`src/rtl/isfrl_fifo.sv`:
```
// short queue between front and back parts
// depends on no other file
module isfrl_fifo #(
    parameter int W = 8
) (
    input  logic         aclk,
    input  logic         aresetn,
    input  logic         wr_en,
    input  logic [W-1:0] wr_data,
    output logic         full,
    input  logic         rd_en,
    output logic [W-1:0] rd_data,
    output logic         empty
);
    logic [W-1:0] mem_reg [2];
    logic         wp_reg, rp_reg;
    logic [1:0]   cnt_reg;

    assign full    = cnt_reg == 2'd2;
    assign empty   = cnt_reg == 2'd0;
    assign rd_data = mem_reg[rp_reg];

    always_ff @(posedge aclk) begin
        if (wr_en) begin
            mem_reg[wp_reg] <= wr_data;
        end
    end

    always_ff @(posedge aclk) begin
        if (!aresetn) begin
            wp_reg  <= 1'b0;
            rp_reg  <= 1'b0;
            cnt_reg <= 2'd0;
        end else begin
            if (wr_en) wp_reg <= ~wp_reg;
            if (rd_en) rp_reg <= ~rp_reg;
            cnt_reg <= cnt_reg + 2'(wr_en) - 2'(rd_en);
        end
    end

endmodule

```
`config.mk`:
```
export PLATFORM = sky130hd
export DESIGN_NAME = isfrl_fifo
export DESIGN_NICKNAME = d
export VERILOG_FILES = /design/src/rtl/isfrl_fifo.sv
export SDC_FILE = /design/constraint.sdc
export NUM_CORES = 1
export LEC_CHECK = 0
export BUFFER_PORTS_ARGS = -buffer_cell sky130_fd_sc_hd__buf_2
export CORE_MARGIN = 2
export CORE_UTILIZATION = 52
export DETAILED_ROUTE_END_ITERATION = 10
export PLACE_DENSITY = 0.79
export SETUP_SLACK_MARGIN = 0.5
export SYNTH_ARGS = -nofsm -noshare
export SYNTH_HDL_FRONTEND = slang
export SYNTH_SLANG_ARGS = --single-unit
```
`constraint.sdc`:
```
create_clock -name aclk -period 2.1 [get_ports aclk]
set_clock_uncertainty 0.1 [all_clocks]
set_input_delay 0.21 -clock aclk [delete_from_list [all_inputs] [get_ports aclk]]
set_output_delay 0.21 -clock aclk [all_outputs]
set_load 0.02 [all_outputs]
```
==> flow_summary.rst <==
.. list-table::
   :header-rows: 1

   * - Metric
     - Value
   * - Peak per-stage delay on the critical path
     - 420 ps
   * - Sequential cell area
     - 584 um^2
   * - NumNets Final
     - 93
   * - Wire length of the first global-routing pass
     - 1.92 mm
   * - N_diodes
     - 0
   * - Max FFs per register
     - 16
   * - Clock tree from TritonCTS
     - yes
   * - Routed via count
     - 455
   * - Worst-path maximum fanout
     - 8
   * - Share of the clock period used by the worst path
     - 0.730
   * - Final Power
     - 0.000839 W
   * - Number of antenna violations at the first check in global routing
     - 0
   * - Signal arrival time at the worst endpoint
     - 1220 ps
   * - Die width
     - 43.2 um
   * - Clock tree root driver cell
     - clkbuf_4
   * - Fraction of post-synthesis cell area in the top cell type by area
     - 0.600
   * - Worst-case vdd ir drop
     - 0.000468 V
   * - Multiplexer share of the synthesized area
     - 0.112
   * - Instance area after placement
     - 921 um^2
   * - FF-to-FF setup slack
     - 720 ps
   * - Setup Viol. Count Final
     - 0
   * - Most used standard cell by instance count after synthesis
     - edfxtp_1
   * - Count of non-filler cells in the finished layout
     - 94
   * - Time the final worst path needs with I/O delays and setup
     - 1530 ps
   * - PD cells
     - 814 nW/um^2
   * - Area growth from synthesis to final layout
     - 28.8%
   * - Number of warning messages in the yosys log
     - 0
   * - Clock latency reported for the late side of the worst-skew pair
     - 290 ps
   * - Worst hold path depth
     - 2
   * - Most used flip-flop cell after synthesis
     - edfxtp_1
   * - Sink count of the clock tree
     - 21
   * - Summed negative setup slack over all endpoints
     - 0 ps
   * - Synthesized flop and latch total
     - 21
   * - Crit-path cells
     - mux2_2 > buf_2
   * - Level count of the clock H-tree
     - 1
   * - Final-report max-slew violation count
     - 0
   * - Result of the run
     - complete, no violations
   * - Buffer count from post-CTS setup fixing
     - 0
   * - Hold/Removal Path Class
     - input port to flip-flop
   * - Count of flip-flops with a built-in enable after synthesis
     - 16
   * - Setup repair after global routing missed its margin
     - false
   * - Peak Freq
     - 652 MHz
   * - Post-synthesis instance total
     - 46
   * - Setup crit start kind
     - flip-flop
   * - Unique masters post-synth
     - 12
   * - Adder and majority gate portion of the synthesized area
     - 0.0313
   * - Top cells by area, synth
     - edfxtp_1 (60%), dfxtp_1 (13%), mux2_2 (11%)
   * - Aggregate global routing overflow
     - 0
   * - Post-route design area
     - 1030 um^2
   * - Die footprint
     - 1870 um^2
   * - Slew at the pin closest to its max-slew limit
     - 759 ps
   * - Mean instance size in the synthesized netlist
     - 17.4 um^2
   * - Starting density of the core
     - 0.544
   * - Cts bufs inserted
     - 3
   * - Cell with the biggest individual delay on the critical path
     - dfxtp_4
   * - Startpoint-to-endpoint class of the critical path
     - flip-flop to primary output
   * - Number of iterations in the first detailed-routing pass
     - 4
   * - Total Routed Length
     - 1.19 mm
   * - Static leakage
     - 0.420 nW
   * - Cell accounting for the most synthesized area
     - edfxtp_1
   * - Number of hold violations in the final report
     - 0
   * - Vertical die dimension
     - 43.2 um
   * - Post-synthesis share of cell area spent on and, or, nand and nor gates
     - 0.0672
   * - Number of cells after detailed placement
     - 82
   * - Max Buffers Root-to-Sink
     - 2
   * - Type of destination of the critical path
     - primary output
   * - Number of global-route vias before repair
     - 435
   * - Largest net degree at the start of global routing
     - 12
   * - Overall Global Routing Usage
     - 0.147
   * - Number of placement rows
     - 14
   * - Area of the mapped netlist
     - 801 um^2
   * - Max-slew headroom
     - 0.493
   * - Start of the worst register-to-register path
     - wp_reg$_SDFFE_PN0P_
   * - DR DRC count
     - 0
   * - Max-cap check violation count
     - 0
   * - Sequential fraction of the synthesis area
     - 0.725
   * - Data required, critical path
     - 1790 ps
   * - Worst reg-to-reg path cell count
     - 1
   * - Count of boundary I/O pins
     - 22
   * - Initial drt markers
     - 5
   * - Clock slew at the register clock pins of the worst setup and hold paths
     - 110 ps
   * - Antenna viol nets, final
     - 0
   * - Top cells by instance count after synthesis
     - edfxtp_1 (16), mux2_2 (8), dfxtp_1 (5), and2_1 (4), nor2b_1 (4)
   * - Routed via count divided by cell count
     - 4.84
   * - Fill cell count
     - 115
   * - Post-DR wirelength/cell
     - 12.7 um
   * - Synthesized Nets
     - 60
   * - Number of buffers inserted by port buffering
     - 21
   * - Post-Synth XOR/XNOR Area
     - 0.0391
   * - Worst setup endpoint
     - rd_data[1]
   * - Ratio of cells with drive above 1 in the final layout
     - 0.423
   * - Core footprint
     - 1470 um^2
   * - Capture point of the worst reg-to-reg path
     - mem_reg[0][3]$_DFFE_PP_
   * - Proportion of synthesized flip-flops having asynchronous set or reset
     - 0
   * - Largest family of logic cells by synthesized area
     - multiplexers
   * - Compound-Gate Fraction of Synth Area
     - 0.00938
   * - Placer congestion estimate
     - 0.683
   * - Multi-input combinational cell area
     - 208 um^2
report_power, final:
group	internal (W)	switching, W	leakage (nW)	total, W
combinational	0.0000822	0.0000759	0.212	0.000158
clock	0.0000738	0.000111	0.0150	0.000185
sequential	0.000479	0.0000178	0.192	0.000496
kinds of logic (layout without fill, tap and decap cells):
| family | after synthesis | after routing |
|---|---|---|
| compound gates | 1 | 1 |
| xor+xnor | 2 | 2 |
| fa+ha+maj | 2 | 2 |
| buf+inv | 3 | 35 |
| flops | 21 | 21 |
| mux | 8 | 8 |
| simple gates | 9 | 9 |
layout make-up:
cell class | count | area share
flip-flops and latches | 21 | 0.567
clock buffers | 4 | 0.0255
inverters | 2 | 0.00728
multi-input cells | 22 | 0.201
well taps | 16 | 0.0194
repair buffers | 29 | 0.180
through the flow:
| step | worst slack (ps) | utilization | hold WS (ps) |
|---|---|---|---|
| CTS | 509 | 0.672 | 2.23 |
| finish | 567 | 0.701 | 81.7 |
| global placement | 726 | 0.626 | 301 |
| global route | 510 | 0.701 | 72.8 |
| detailed placement | 630 | 0.626 | 303 |
| floorplan | 849 | - | 209 |
cells in the final DEF, fill, tap and decap left out:
cell type	instances
buf_2	21
edfxtp_1	16
mux2_2	8
dlygate4sd3_1	8
and2_1	4
nor2b_1	4
dfxtp_1	4
clkbuf_4	3
inv_1	2
ha_1	2
nor2_1	1
xor2_1	1
o21a_1	1
xnor3_1	1
dfxtp_4	1
clkbuf_1	1
worst min path at each step:
stage / startpoint / endpoint / slack [ps]
finish: aresetn / wp_reg$_SDFFE_PN0P_ / 80
global route: aresetn / wp_reg$_SDFFE_PN0P_ / 70
floorplan: wr_data[0] / mem_reg[0][0]$_DFFE_PP_ / 210
CTS: wr_data[5] / mem_reg[0][5]$_DFFE_PP_ / 2
global placement: wr_data[1] / mem_reg[1][1]$_DFFE_PP_ / 300
detailed placement: wr_data[4] / mem_reg[1][4]$_DFFE_PP_ / 300
critical path, delay by kind of cell (launching register included):
family                 cells  cell delay (ps)
buffers and inverters      1              160
flip-flops                 1              420
multiplexers               1              350
what timing repair did:
action                                 CTS  global route
gates resized for setup                  1             1
hold buffers                             4             4
setup endpoints to repair                8             8
endpoints found under the hold margin    7             8
pin swaps                                0             0
layer usage:
metal,part of all wire,up-vias,track usage
li1,-,230,-
met1,0.46,214,0.186
met2,0.50,11,0.230
met3,0.033,0,0.0383
met4,0,0,0.0727
met5,0,-,0
(Power assumes the default switching activity.)
