$ cat src/rtl/isfrl_pkg.sv
// package for the ipv4 source filter and rate limiter
// types, constants and helpers for all rtl files but the fifo
package isfrl_pkg;

    localparam int BLOCK_ENTRIES_DEF = 16;
    localparam int RATE_ENTRIES_DEF  = 16;
    localparam int SLOT_W            = 4;
    localparam int CFG_IDX_W         = 1;
    localparam int CFG_DATA_W        = 40;

    localparam logic [39:0] WINDOW_RESET = 40'd1000000000;
    localparam logic [15:0] AMP_RESET    = 16'd512;
    localparam logic [31:0] PKT_SAT      = 32'hFFFF_FFFF;
    localparam logic [47:0] BYTE_SAT     = 48'hFFFF_FFFF_FFFF;

    typedef enum logic [1:0] {
        MODE_PACKET = 2'd0,
        MODE_BLOCK  = 2'd1,
        MODE_RATE   = 2'd2,
        MODE_UNUSED = 2'd3
    } mode_t;

    typedef enum logic [1:0] {
        CAUSE_NONE  = 2'd0,
        CAUSE_BLOCK = 2'd1,
        CAUSE_RATE  = 2'd2,
        CAUSE_AMP   = 2'd3
    } cause_t;

    localparam logic [CFG_IDX_W-1:0] CFG_WINDOW = 1'd0;
    localparam logic [CFG_IDX_W-1:0] CFG_AMP    = 1'd1;

    typedef struct packed {
        logic [1:0]        mode;
        logic [SLOT_W-1:0] slot;
        logic              entry_valid;
        logic [31:0]       address;
        logic [5:0]        prefix_len;
        logic [31:0]       pkt_limit;
        logic [31:0]       byte_limit;
        logic [63:0]       timestamp_ns;
        logic [15:0]       pkt_len;
        logic              is_ipv4;
        logic              is_udp;
        logic [15:0]       source_port;
    } in_item_t;

    typedef struct packed {
        logic       drop;
        logic [1:0] drop_cause;
    } out_item_t;

    // classified item handed from front to back
    typedef struct packed {
        logic        is_rate_wr;
        logic        rate_wr_valid;
        logic        do_rate;
        logic [31:0] pkt_limit;
        logic [31:0] byte_limit;
        logic [63:0] timestamp_ns;
        logic [15:0] pkt_len;
        logic        blocked;
        logic        amp_hit;
        logic        check;
    } job_t;

    function automatic logic [31:0] prefix_mask(input logic [5:0] len);
        logic [31:0] m;
        m = '0;
        for (int i = 0; i < 32; i++) begin
            m[31-i] = (len > 6'(i));
        end
        return m;
    endfunction

    function automatic logic amp_port(input logic [15:0] p);
        return p == 16'd19 || p == 16'd53 || p == 16'd123 || p == 16'd161 ||
               p == 16'd389 || p == 16'd1900 || p == 16'd11211;
    endfunction

endpackage

$ cat src/rtl/isfrl_back.sv
// back part: per-source window state, limit checks, verdict register
// depends on isfrl_pkg
module isfrl_back #(
    parameter int RATE_ENTRIES = isfrl_pkg::RATE_ENTRIES_DEF,
    parameter int RIDX_W       = 4
) (
    input  logic                  aclk,
    input  logic                  aresetn,
    input  logic                  job_valid,
    input  isfrl_pkg::job_t       job,
    input  logic [RIDX_W-1:0]     job_idx,
    output logic                  job_take,
    input  logic [39:0]           window_len,
    output logic                  m_valid,
    input  logic                  m_ready,
    output isfrl_pkg::out_item_t  m_item
);
    import isfrl_pkg::*;

    logic [RATE_ENTRIES-1:0] started_reg;
    logic [31:0]             pps_reg   [RATE_ENTRIES];
    logic [31:0]             bps_reg   [RATE_ENTRIES];
    logic [31:0]             pkts_reg  [RATE_ENTRIES];
    logic [47:0]             bytes_reg [RATE_ENTRIES];
    logic [63:0]             tstart_reg[RATE_ENTRIES];
    logic                    ov_reg;
    out_item_t               out_reg, out_next;
    logic                    restart, over;
    logic [63:0]             elapsed;
    logic [48:0]             bsum;
    logic [31:0]             s_pkts, s_pps, s_bps;
    logic [47:0]             s_bytes;

    assign job_take = job_valid && (!ov_reg || m_ready);
    assign m_valid  = ov_reg;
    assign m_item   = out_reg;

    always_comb begin
        s_pkts  = pkts_reg[job_idx];
        s_bytes = bytes_reg[job_idx];
        s_pps   = pps_reg[job_idx];
        s_bps   = bps_reg[job_idx];
        elapsed = job.timestamp_ns - tstart_reg[job_idx];
        restart = !started_reg[job_idx] || elapsed >= 64'(window_len);
        over    = (s_pps != '0 && s_pkts >= s_pps) ||
                  (s_bps != '0 && s_bytes >= 48'(s_bps));
        bsum    = 49'(s_bytes) + 49'(job.pkt_len);
        out_next = '0;
        if (job.check) begin
            if (job.blocked) begin
                out_next.drop_cause = CAUSE_BLOCK;
            end else if (job.do_rate && !restart && over) begin
                out_next.drop_cause = CAUSE_RATE;
            end else if (job.amp_hit) begin
                out_next.drop_cause = CAUSE_AMP;
            end
        end
        out_next.drop = out_next.drop_cause != CAUSE_NONE;
    end

    always_ff @(posedge aclk) begin
        if (!aresetn) begin
            ov_reg      <= 1'b0;
            started_reg <= '0;
        end else begin
            if (job_take) begin
                ov_reg <= 1'b1;
            end else if (m_ready) begin
                ov_reg <= 1'b0;
            end
            if (job_take && job.is_rate_wr) begin
                started_reg[job_idx] <= 1'b0;
            end else if (job_take && job.do_rate && restart) begin
                started_reg[job_idx] <= 1'b1;
            end
        end
    end

    always_ff @(posedge aclk) begin
        if (job_take) begin
            out_reg <= out_next;
            if (job.is_rate_wr) begin
                pps_reg[job_idx] <= job.pkt_limit;
                bps_reg[job_idx] <= job.byte_limit;
            end else if (job.do_rate) begin
                if (restart) begin
                    pkts_reg[job_idx]   <= 32'd1;
                    bytes_reg[job_idx]  <= 48'(job.pkt_len);
                    tstart_reg[job_idx] <= job.timestamp_ns;
                end else if (!over) begin
                    pkts_reg[job_idx]  <= (s_pkts == PKT_SAT) ? s_pkts : s_pkts + 32'd1;
                    bytes_reg[job_idx] <= bsum[48] ? BYTE_SAT : bsum[47:0];
                end
            end
        end
    end

endmodule

$ cat config.mk
export PLATFORM = sky130hd
export DESIGN_NAME = isfrl_back
export DESIGN_NICKNAME = d
export VERILOG_FILES = /design/src/rtl/isfrl_pkg.sv /design/src/rtl/isfrl_back.sv
export SDC_FILE = /design/constraint.sdc
export NUM_CORES = 2
export LEC_CHECK = 0
export BUFFER_PORTS_ARGS = -buffer_cell sky130_fd_sc_hd__clkbuf_2
export CORE_MARGIN = 4
export CORE_UTILIZATION = 50
export DETAILED_ROUTE_END_ITERATION = 8
export PLACE_DENSITY = 0.66
export SLEW_MARGIN = 25
export SYNTH_ARGS = -nofsm -noshare
export SYNTH_HDL_FRONTEND = slang
export SYNTH_SLANG_ARGS = --single-unit
$ cat constraint.sdc
create_clock -name aclk -period 15.5 [get_ports aclk]
set_input_delay 0.775 -clock aclk [delete_from_list [all_inputs] [get_ports aclk]]
set_output_delay 0.775 -clock aclk [all_outputs]
set_load 0.01 [all_outputs]
==> flow_summary.ini <==
[outcome]
status = complete, no violations

[power]
p_total_mw = 19.4
vdd_drop_max_v = 0.000113
power_density_nw_per_um2 = 127
p_leak_nw = 50.7

[timing]
drv_slew = 0
timing.hold.ws_ps = 107
relSlewSlack_pct = 24.0
fin_setup_tns_ps = 0
worst_slew_pin_slew_ps = 1140
rsz0062_at_grt = no
finalCritPeriodShare_pct = 67.6
hold_viol = 0
fin_skew_ps = 54.5
min_period_ps = 10480
max_freq_mhz = 95.4
setup_viol = 0
fin_ws_ps = 5020

[place]
pre_cts_ws_ps = 4280
gp_congestion = 0.946
io_buffers = 201
dp_hpwl_mm = 188
numPlacedInstances = 10100
placed_cell_area_um2 = 142000

[synthesis]
yosysSeqAreaShare_pct = 73.9
synth_area_um2 = 136000
synth-edff-count = 3331
ys_ff_latch = 3348
synth_flop_cell = edfxtp_1
syn_nets = 6872
async_reset_ff_share_pct = 0
synth_warnings = 0
synth_cell_type_count = 78
syn_area_per_cell_um2 = 20.9
netlist_instances = 6488

[global_route]
grt-ovfl-total = 0
grt_pass1_vias = 69700
grt_max_degree = 127
antenna_found_initial = 25
grt_pass1_wl_mm = 489
grtUsageTotal_pct = 23.9

[run]
max_cap_viol_count = 0

[floorplan]
dieArea_um2 = 280000
die_y_um = 529
coreArea_um2 = 271000
initial_core_util_pct = 50.2
die_w_um = 529
io_pins = 203
rows = 191

[routing]
first_pass_iters = 6
vias = 68600
antenna_left = 0
wl_per_cell_um = 31.2
drt_iter0_drc = 8002
drc = 0
via_per_inst = 6.38
drt_wl_total_mm = 335

[setup_path]
reg2reg_slack_ps = 6010
criticalPathCategory = input port to flop
crit_start = job_idx[0]
cp_max_fo = 91
cp-start-kind = input port
end_kind = flop
worstPathRequired_ps = 16050
setup.worst_path.end = bytes_reg[8][37]
r2r-start = tstart_reg[11][6]
reg2reg_to = bytes_reg[8][37]
reg2reg_depth = 24
critPathArrivalTime_ps = 11030

[finish]
final_core_util_pct = 56.4
layoutNonFillerInstCount = 10700
drive_above_1_share_pct = 27.0
areaGrowthSynthToFinish_pct = 12.4
final_area_um2 = 153000
nNetsFinal = 7266
largest_reg_flops = 1024
fill_cells = 19700

[clock_tree]
ctsResizeCount = 0
cts_buffers = 342
cts_tree = yes
post-cts-setup-buffers = 0
path_clk_slew_ps = 60
cts_sinks = 3348
cts_root_buf = clkbuf_16
cts_hold_buf = 0
clk-insertion-delay-late_ps = 930
cts_buffer_depth = 4
cts-htree-levels = 5

[hold_path]
hp-class = input port to flop
[how the worst min path moves through the flow]
stage | start | end | cells past startpoint
after floorplan | flop | flop | 2
after global placement | flop | flop | 2
after detailed placement | flop | flop | 2
after CTS | job_valid | m_valid | 2
after global routing | job_valid | m_valid | 2
final | job_valid | m_valid | 2
[routing by layer]
layer / up-vias / global-route usage (%) / routed length (um)
met2: 2871 / 37.2 / 160000
met5: - / 0 / 107
met4: 16 / 6.75 / 8900
met1: 36900 / 35.6 / 140000
met3: 530 / 3.89 / 25900
li1: 28200 / - / -
[critical path, cell delays in order]
cell,delay (ps)
buf_12,520
buf_12,280
buf_16,480
mux4_2,600
mux4_2,480
inv_1,90
ha_1,350
a21oi_1,400
o211ai_1,140
a21boi_0,370
a21boi_0,540
nor2_1,90
nor2_1,190
o21ai_0,180
xor2_1,190
ha_1,310
nand4_1,120
nor2_1,150
o311a_1,180
o41ai_1,840
nand4_1,210
nor4_1,350
o2111a_1,380
nand4_4,580
buf_4,570
buf_4,370
a21oi_1,810
[cell usage in the layout, fill, tap and decap left out, types with 56 or more instances in the layout]
cell type / instances
nand4_1: 103
clkinv_1: 77
inv_1: 147
a22o_1: 66
o21ai_0: 113
xor2_1: 56
buf_4: 161
nand2_1: 187
mux4_2: 966
clkbuf_16: 346
edfxtp_1: 3331
nor2_1: 154
clkbuf_2: 197
a221oi_1: 68
clkbuf_1: 65
a21oi_1: 158
ha_1: 184
[power breakdown]
part | leakage [nW] | total, mW | internal (mW) | switching [mW]
sequential | 32.1 | 9.95 | 9.95 | 0.00667
clock | 5.35 | 8.09 | 4.67 | 3.42
combinational | 13.3 | 1.33 | 0.498 | 0.827
total | 50.7 | 19.4 | 15.1 | 4.26
[layout make-up]
type	instances	area (um^2)	area share (%)
Tap cell	3570	4470	2.92
Timing Repair Buffer	379	2550	1.67
Clock buffer	413	8930	5.84
Antenna cell	17	42.5	0.0278
Sequential cell	3348	100000	65.7
Inverter	147	552	0.361
Multi-Input combinational cell	2664	33800	22.1
Clock inverter	203	2090	1.37
[cells by family after synthesis]
| kind of cell | Yosys count | share of synthesized area [%] |
|---|---|---|
| DFF | 3348 | 73.9 |
| muxes | 986 | 16.2 |
| and+or+nand+nor | 736 | 2.71 |
| AOI/OAI and AO/OA | 646 | 3.21 |
| buffers and inverters | 476 | 1.59 |
| adders and majority gates | 186 | 1.72 |
| xor gates and xnor gates | 110 | 0.709 |
[cell usage after synthesis, types with 7 or more instances]
cell	number	area share [%]
nor2b_1	20	0.092
buf_4	28	0.15
nor4_1	21	0.097
nand3_1	45	0.17
inv_1	147	0.41
ha_1	184	1.7
clkbuf_1	192	0.53
and4_1	12	0.077
a221oi_1	69	0.44
xor2_1	56	0.36
or4_1	12	0.066
nor3_1	68	0.25
or3_1	9	0.041
nor2_1	171	0.47
o31ai_1	9	0.050
edfxtp_1	3331	74
o211ai_1	31	0.17
buf_1	32	0.088
mux2_4	11	0.12
and2_1	14	0.064
xnor2_1	54	0.35
nand4_1	103	0.47
buf_2	51	0.19
a22oi_1	28	0.15
nor3b_1	7	0.039
o21ai_0	113	0.42
a211oi_1	17	0.094
a21o_1	40	0.22
and3_1	23	0.11
a21boi_0	7	0.039
nand2_1	188	0.52
or2_2	7	0.032
o21a_1	23	0.13
nand2b_1	18	0.083
a22o_1	66	0.43
mux4_2	966	16
dfxtp_1	17	0.25
a21oi_1	181	0.67
buf_6	24	0.20
Power figures use the tool's default switching activity.
