**config.mk**
```make
export PLATFORM = sky130hd
export DESIGN_NAME = isfrl_front
export DESIGN_NICKNAME = d
export VERILOG_FILES = /design/src/rtl/isfrl_pkg.sv /design/src/rtl/isfrl_front.sv
export SDC_FILE = /design/constraint.sdc
export NUM_CORES = 2
export LEC_CHECK = 0
export ABC_AREA = 0
export BUFFER_PORTS_ARGS = -buffer_cell sky130_fd_sc_hd__clkbuf_2
export CORE_MARGIN = 2
export CORE_UTILIZATION = 39
export DETAILED_ROUTE_END_ITERATION = 7
export PLACE_DENSITY_LB_ADDON = 0.2
export SLEW_MARGIN = 10
export SYNTH_ARGS = -nofsm -noshare
export SYNTH_HDL_FRONTEND = slang
export SYNTH_SLANG_ARGS = --single-unit
```
**constraint.sdc**
```tcl
create_clock -name aclk -period 5.6 [get_ports aclk]
set_clock_uncertainty 0.15 [all_clocks]
set_input_delay 0.84 -clock aclk [delete_from_list [all_inputs] [get_ports aclk]]
set_output_delay 0.84 -clock aclk [all_outputs]
set_load 0.1 [all_outputs]
```
**src/rtl/isfrl_pkg.sv**
```systemverilog
// package for the ipv4 source filter and rate limiter
// types, constants and helpers for all rtl files but the fifo
package isfrl_pkg;

    localparam int BLOCK_ENTRIES_DEF = 16;
    localparam int RATE_ENTRIES_DEF  = 16;
    localparam int SLOT_W            = 4;
    localparam int CFG_IDX_W         = 1;
    localparam int CFG_DATA_W        = 40;

    localparam logic [39:0] WINDOW_RESET = 40'd1000000000;
    localparam logic [15:0] AMP_RESET    = 16'd512;
    localparam logic [31:0] PKT_SAT      = 32'hFFFF_FFFF;
    localparam logic [47:0] BYTE_SAT     = 48'hFFFF_FFFF_FFFF;

    typedef enum logic [1:0] {
        MODE_PACKET = 2'd0,
        MODE_BLOCK  = 2'd1,
        MODE_RATE   = 2'd2,
        MODE_UNUSED = 2'd3
    } mode_t;

    typedef enum logic [1:0] {
        CAUSE_NONE  = 2'd0,
        CAUSE_BLOCK = 2'd1,
        CAUSE_RATE  = 2'd2,
        CAUSE_AMP   = 2'd3
    } cause_t;

    localparam logic [CFG_IDX_W-1:0] CFG_WINDOW = 1'd0;
    localparam logic [CFG_IDX_W-1:0] CFG_AMP    = 1'd1;

    typedef struct packed {
        logic [1:0]        mode;
        logic [SLOT_W-1:0] slot;
        logic              entry_valid;
        logic [31:0]       address;
        logic [5:0]        prefix_len;
        logic [31:0]       pkt_limit;
        logic [31:0]       byte_limit;
        logic [63:0]       timestamp_ns;
        logic [15:0]       pkt_len;
        logic              is_ipv4;
        logic              is_udp;
        logic [15:0]       source_port;
    } in_item_t;

    typedef struct packed {
        logic       drop;
        logic [1:0] drop_cause;
    } out_item_t;

    // classified item handed from front to back
    typedef struct packed {
        logic        is_rate_wr;
        logic        rate_wr_valid;
        logic        do_rate;
        logic [31:0] pkt_limit;
        logic [31:0] byte_limit;
        logic [63:0] timestamp_ns;
        logic [15:0] pkt_len;
        logic        blocked;
        logic        amp_hit;
        logic        check;
    } job_t;

    function automatic logic [31:0] prefix_mask(input logic [5:0] len);
        logic [31:0] m;
        m = '0;
        for (int i = 0; i < 32; i++) begin
            m[31-i] = (len > 6'(i));
        end
        return m;
    endfunction

    function automatic logic amp_port(input logic [15:0] p);
        return p == 16'd19 || p == 16'd53 || p == 16'd123 || p == 16'd161 ||
               p == 16'd389 || p == 16'd1900 || p == 16'd11211;
    endfunction

endpackage

```
**src/rtl/isfrl_front.sv**
```systemverilog
// front part: blocklist table, rate entry address lookup, classification
// depends on isfrl_pkg
module isfrl_front #(
    parameter int BLOCK_ENTRIES = isfrl_pkg::BLOCK_ENTRIES_DEF,
    parameter int RATE_ENTRIES  = isfrl_pkg::RATE_ENTRIES_DEF,
    parameter int RIDX_W        = 4
) (
    input  logic                 aclk,
    input  logic                 aresetn,
    input  logic                 in_fire,
    input  isfrl_pkg::in_item_t  in_item,
    input  logic [15:0]          amp_len,
    output isfrl_pkg::job_t      job,
    output logic [RIDX_W-1:0]    job_idx
);
    import isfrl_pkg::*;

    logic [BLOCK_ENTRIES-1:0] bvalid_reg;
    logic [31:0]              baddr_reg [BLOCK_ENTRIES];
    logic [5:0]               bpref_reg [BLOCK_ENTRIES];
    logic [RATE_ENTRIES-1:0]  rvalid_reg;
    logic [31:0]              raddr_reg [RATE_ENTRIES];
    logic [BLOCK_ENTRIES-1:0] bhit;
    logic [RATE_ENTRIES-1:0]  rhit;
    logic                     rfound;
    logic [RIDX_W-1:0]        rsel;
    logic [5:0]               plen_sat;

    assign plen_sat = (in_item.prefix_len > 6'd32) ? 6'd32 : in_item.prefix_len;

    always_ff @(posedge aclk) begin
        if (!aresetn) begin
            bvalid_reg <= '0;
            rvalid_reg <= '0;
        end else if (in_fire) begin
            if (in_item.mode == MODE_BLOCK && 32'(in_item.slot) < BLOCK_ENTRIES) begin
                bvalid_reg[in_item.slot] <= in_item.entry_valid;
            end
            if (in_item.mode == MODE_RATE && 32'(in_item.slot) < RATE_ENTRIES) begin
                rvalid_reg[in_item.slot] <= in_item.entry_valid;
            end
        end
    end

    always_ff @(posedge aclk) begin
        for (int i = 0; i < BLOCK_ENTRIES; i++) begin
            if (in_fire && in_item.mode == MODE_BLOCK && 32'(in_item.slot) == i) begin
                baddr_reg[i] <= in_item.address;
                bpref_reg[i] <= plen_sat;
            end
        end
        for (int i = 0; i < RATE_ENTRIES; i++) begin
            if (in_fire && in_item.mode == MODE_RATE && 32'(in_item.slot) == i) begin
                raddr_reg[i] <= in_item.address;
            end
        end
    end

    always_comb begin
        for (int i = 0; i < BLOCK_ENTRIES; i++) begin
            bhit[i] = bvalid_reg[i] &&
                      (((in_item.address ^ baddr_reg[i]) & prefix_mask(bpref_reg[i])) == '0);
        end
        for (int i = 0; i < RATE_ENTRIES; i++) begin
            rhit[i] = rvalid_reg[i] && raddr_reg[i] == in_item.address;
        end
        rfound = |rhit;
        rsel   = '0;
        for (int i = RATE_ENTRIES - 1; i >= 0; i--) begin
            if (rhit[i]) begin
                rsel = RIDX_W'(i);
            end
        end
    end

    always_comb begin
        job               = '0;
        job.pkt_limit     = in_item.pkt_limit;
        job.byte_limit    = in_item.byte_limit;
        job.timestamp_ns  = in_item.timestamp_ns;
        job.pkt_len       = in_item.pkt_len;
        job.rate_wr_valid = in_item.entry_valid;
        job.is_rate_wr    = in_item.mode == MODE_RATE && 32'(in_item.slot) < RATE_ENTRIES;
        job.check         = in_item.mode == MODE_PACKET && in_item.is_ipv4;
        job.blocked       = |bhit;
        job.do_rate       = job.check && !job.blocked && rfound;
        job.amp_hit       = in_item.is_udp && amp_port(in_item.source_port) &&
                            in_item.pkt_len > amp_len;
        job_idx           = job.is_rate_wr ? RIDX_W'(in_item.slot) : rsel;
    end

endmodule

```
==> flow_metrics.tcl <==
set metrics [dict create \
    path_buf_inv 1 \
    io_buffers 123 \
    netlist_area_um2 55800 \
    grt_usage_pct 22.3 \
    arrival_ns 4.20 \
    path_clk_slew_ns 0.06 \
    slew_headroom_pct 22.0 \
    seq_power_share_pct 48.8 \
    syn_to_final_growth_pct 12.6 \
    wire_per_inst_um 26.2 \
    power.leakage_nw 20.2 \
    holdBufCountCts 0 \
    clock_path_buffers 3 \
    clock_sinks 1152 \
    final_cell_mix "1120 x edfxtp_1, 558 x xnor2_1, 461 x xor2_1" \
    swShare_pct 23.0 \
    pwr-share-comb_pct 7.4 \
    drt_pass1_iterations 6 \
    cts_max_level 4 \
    hold_viol_final 0 \
    yosys_warnings 0 \
    hold_ws_ns 0.308 \
    ys_seq_area_share_pct 61.4 \
    p_total_mw 19.6 \
    crit_slowest_cell "edfxtp_1" \
    power_density_nw_per_um2 311 \
    hpwl_um 106000 \
    worstSkewPairLatency_ns 0.75 \
    tightest_slew_ns 1.17 \
    cp_top_family "simple AND/OR/NAND/NOR gates" \
    status "finished clean" \
    instances_no_fill 6314 \
    final_common_cell "edfxtp_1" \
    yosysUniqueCellTypes 87 \
    synthesis.instances 4257 \
    avgSynthCellArea_um2 13.1 \
    synth.largest_area_cell "edfxtp_1" \
    fmax_mhz 193 \
    post-route-util_pct 44.3 \
    nNetsFinal 4562 \
    synth.top_cell.area_share_pct 60.2 \
    grt_pass1_wl_um 240000 \
    num_vias 35101 \
    synth_area_leaders "edfxtp_1 60%, xnor2_1 8.8%, xor2_1 7.2%" \
    fp.dieH_um 382 \
    fill_cells 12778 \
    worstPathRequired_ns 4.61 \
    drc 0 \
    cts_setup_buffers 0 \
    grt_overflow 0 \
    grt_max_degree 40 \
    drive_gt1_share_pct 13.5 \
    io_pins 380 \
    clkPwrFrac_pct 43.8 \
    antenna_left 0 \
    ir_worst_vdd_mv 0.228 \
    vias_per_cell 5.56 \
    finalWirelength_um 166000 \
    start_util_pct 39.4 \
    synth_ff_type "edfxtp_1" \
    cts-root-buf "clkbuf_16" \
    min_path_cells 1 \
    p_switching_mw 4.51 \
    cts_tree "built" \
    dieWidth_um 382 \
    grt_pass1_vias 33486 \
    post_cts_resized 0 \
    drt_iter0_markers 3549 \
    cp_max_fo 20 \
    hold_class "primary input to register" \
    fin_tns_setup_ns 0 \
    setup_viol 0 \
    synth-seq-cells 1152 \
    die_area_um2 146000 \
    cp.depth 10 \
    grt_antenna_before_repair 8 \
    synth_edf_count 1120 \
    coreArea_um2 142000 \
    min_period_over_period_pct 92.7 \
    maxSlewViolCount 0 \
    rsz0062_at_grt "no" \
    cp-end-kind "output pin" \
    p_int_mw 15.1 \
    async_reset_ff_share_pct 0 \
    rr_worst_depth 2 \
    maxCapViolCount 0 \
    rows 138 \
    worstPathCellList "or4_1 > o21ai_0 > o2bb2ai_1 > o2111ai_1 > a2111oi_0 > nand3_1 > o311a_1 > nand4_1 > nor2_4 > buf_12" \
    gp_congestion 0.885 \
    setup.worst_path.class "register to output pin" \
    cts_buffers 131 \
    slowest_delay_ns 0.66 \
    dp_cells 6077 \
    period_minus_slack_ns 5.19 \
    syn_nets 4499 \
    critPathLaunchType "register" \
]
per-layer routing:
layer | GRT usage, % | vias up | wire length [µm]
met2 | 34.0 | 1264 | 74300
met1 | 33.6 | 17852 | 78100
met3 | 2.93 | 237 | 9780
met5 | 0 | - | 0
met4 | 5.33 | 0 | 3320
li1 | - | 15748 | -
synthesized netlist by cell type, drive strengths merged, types with 20 or more instances:
cell    number
nor4        90
o21ai      183
edfxtp    1120
nor2       132
xor2       461
or3         28
inv         56
buf        276
dfxtp       32
a21oi      218
xnor2      561
or2         21
nand4      113
nand3       63
nand2b      34
or4         26
nor2b       41
a21o        20
nor3        60
a31oi       49
nand2      128
o22ai       59
clkbuf     132
a21boi      38
worst reg2reg max path: cells and delay by family, from the launching register on:
kind / cells / cell delay, ns
flip-flops: 1 / 0.41
AO/OA/AOI/OAI: 2 / 0.29
stage by stage:
stage	instance area (µm²)	worst slack [ns]
3_3_place_gp	58700	0.582
6_report	62900	0.409
4_1_cts	62900	0.404
3_5_place_dp	58700	0.516
2_1_floorplan	55900	0.0316
5_1_grt	62900	0.275
worst paths after layout:
| kind | from | to | slack (ns) |
|---|---|---|---|
| min reg2reg | bvalid_reg[4] | bvalid_reg[4] | 0.34 |
| max | bpref_reg[1][44] | job[147] | 0.41 |
| min | in_item[187] | raddr_reg[0][83] | 0.31 |
| max reg2reg | bvalid_reg[13] | bvalid_reg[13] | 4.67 |
cell families (layout without fill, tap and decap cells):
logic type / after synthesis / after routing / share of synthesized area (%)
DFF: 1152 / 1152 / 61.4
xor gates and xnor gates: 1022 / 1022 / 16.1
and+or+nand+nor: 811 / 811 / 8.04
AOI/OAI and AO/OA: 778 / 778 / 8.82
buffers and inverters: 464 / 629 / 5.09
adders and majority gates: 21 / 21 / 0.448
muxes: 9 / 9 / 0.161
other: 0 / 2 / 0
cell type report:
class / count / area [µm²] / share of cell area [%]
clock inverter: 55 / 589 / 0.937
tap: 1890 / 2360 / 3.76
antenna: 2 / 5.00 / 0.00796
sequential: 1152 / 34300 / 54.5
multi-input combinational: 2641 / 18900 / 30.1
clock buffer: 180 / 3610 / 5.74
timing repair buffer: 338 / 2890 / 4.59
inverter: 56 / 210 / 0.334
power groups by stage:
stage | clock, mW | combinational, mW | sequential (mW)
floorplan | 0 | 1.24 | 9.72
global placement | 0 | 1.46 | 9.73
detailed placement | 0 | 1.46 | 9.73
CTS | 8.73 | 1.47 | 9.55
global route | 9.03 | 1.56 | 9.55
finish | 8.56 | 1.45 | 9.55
No activity file was read; power rests on OpenSTA's default activity.
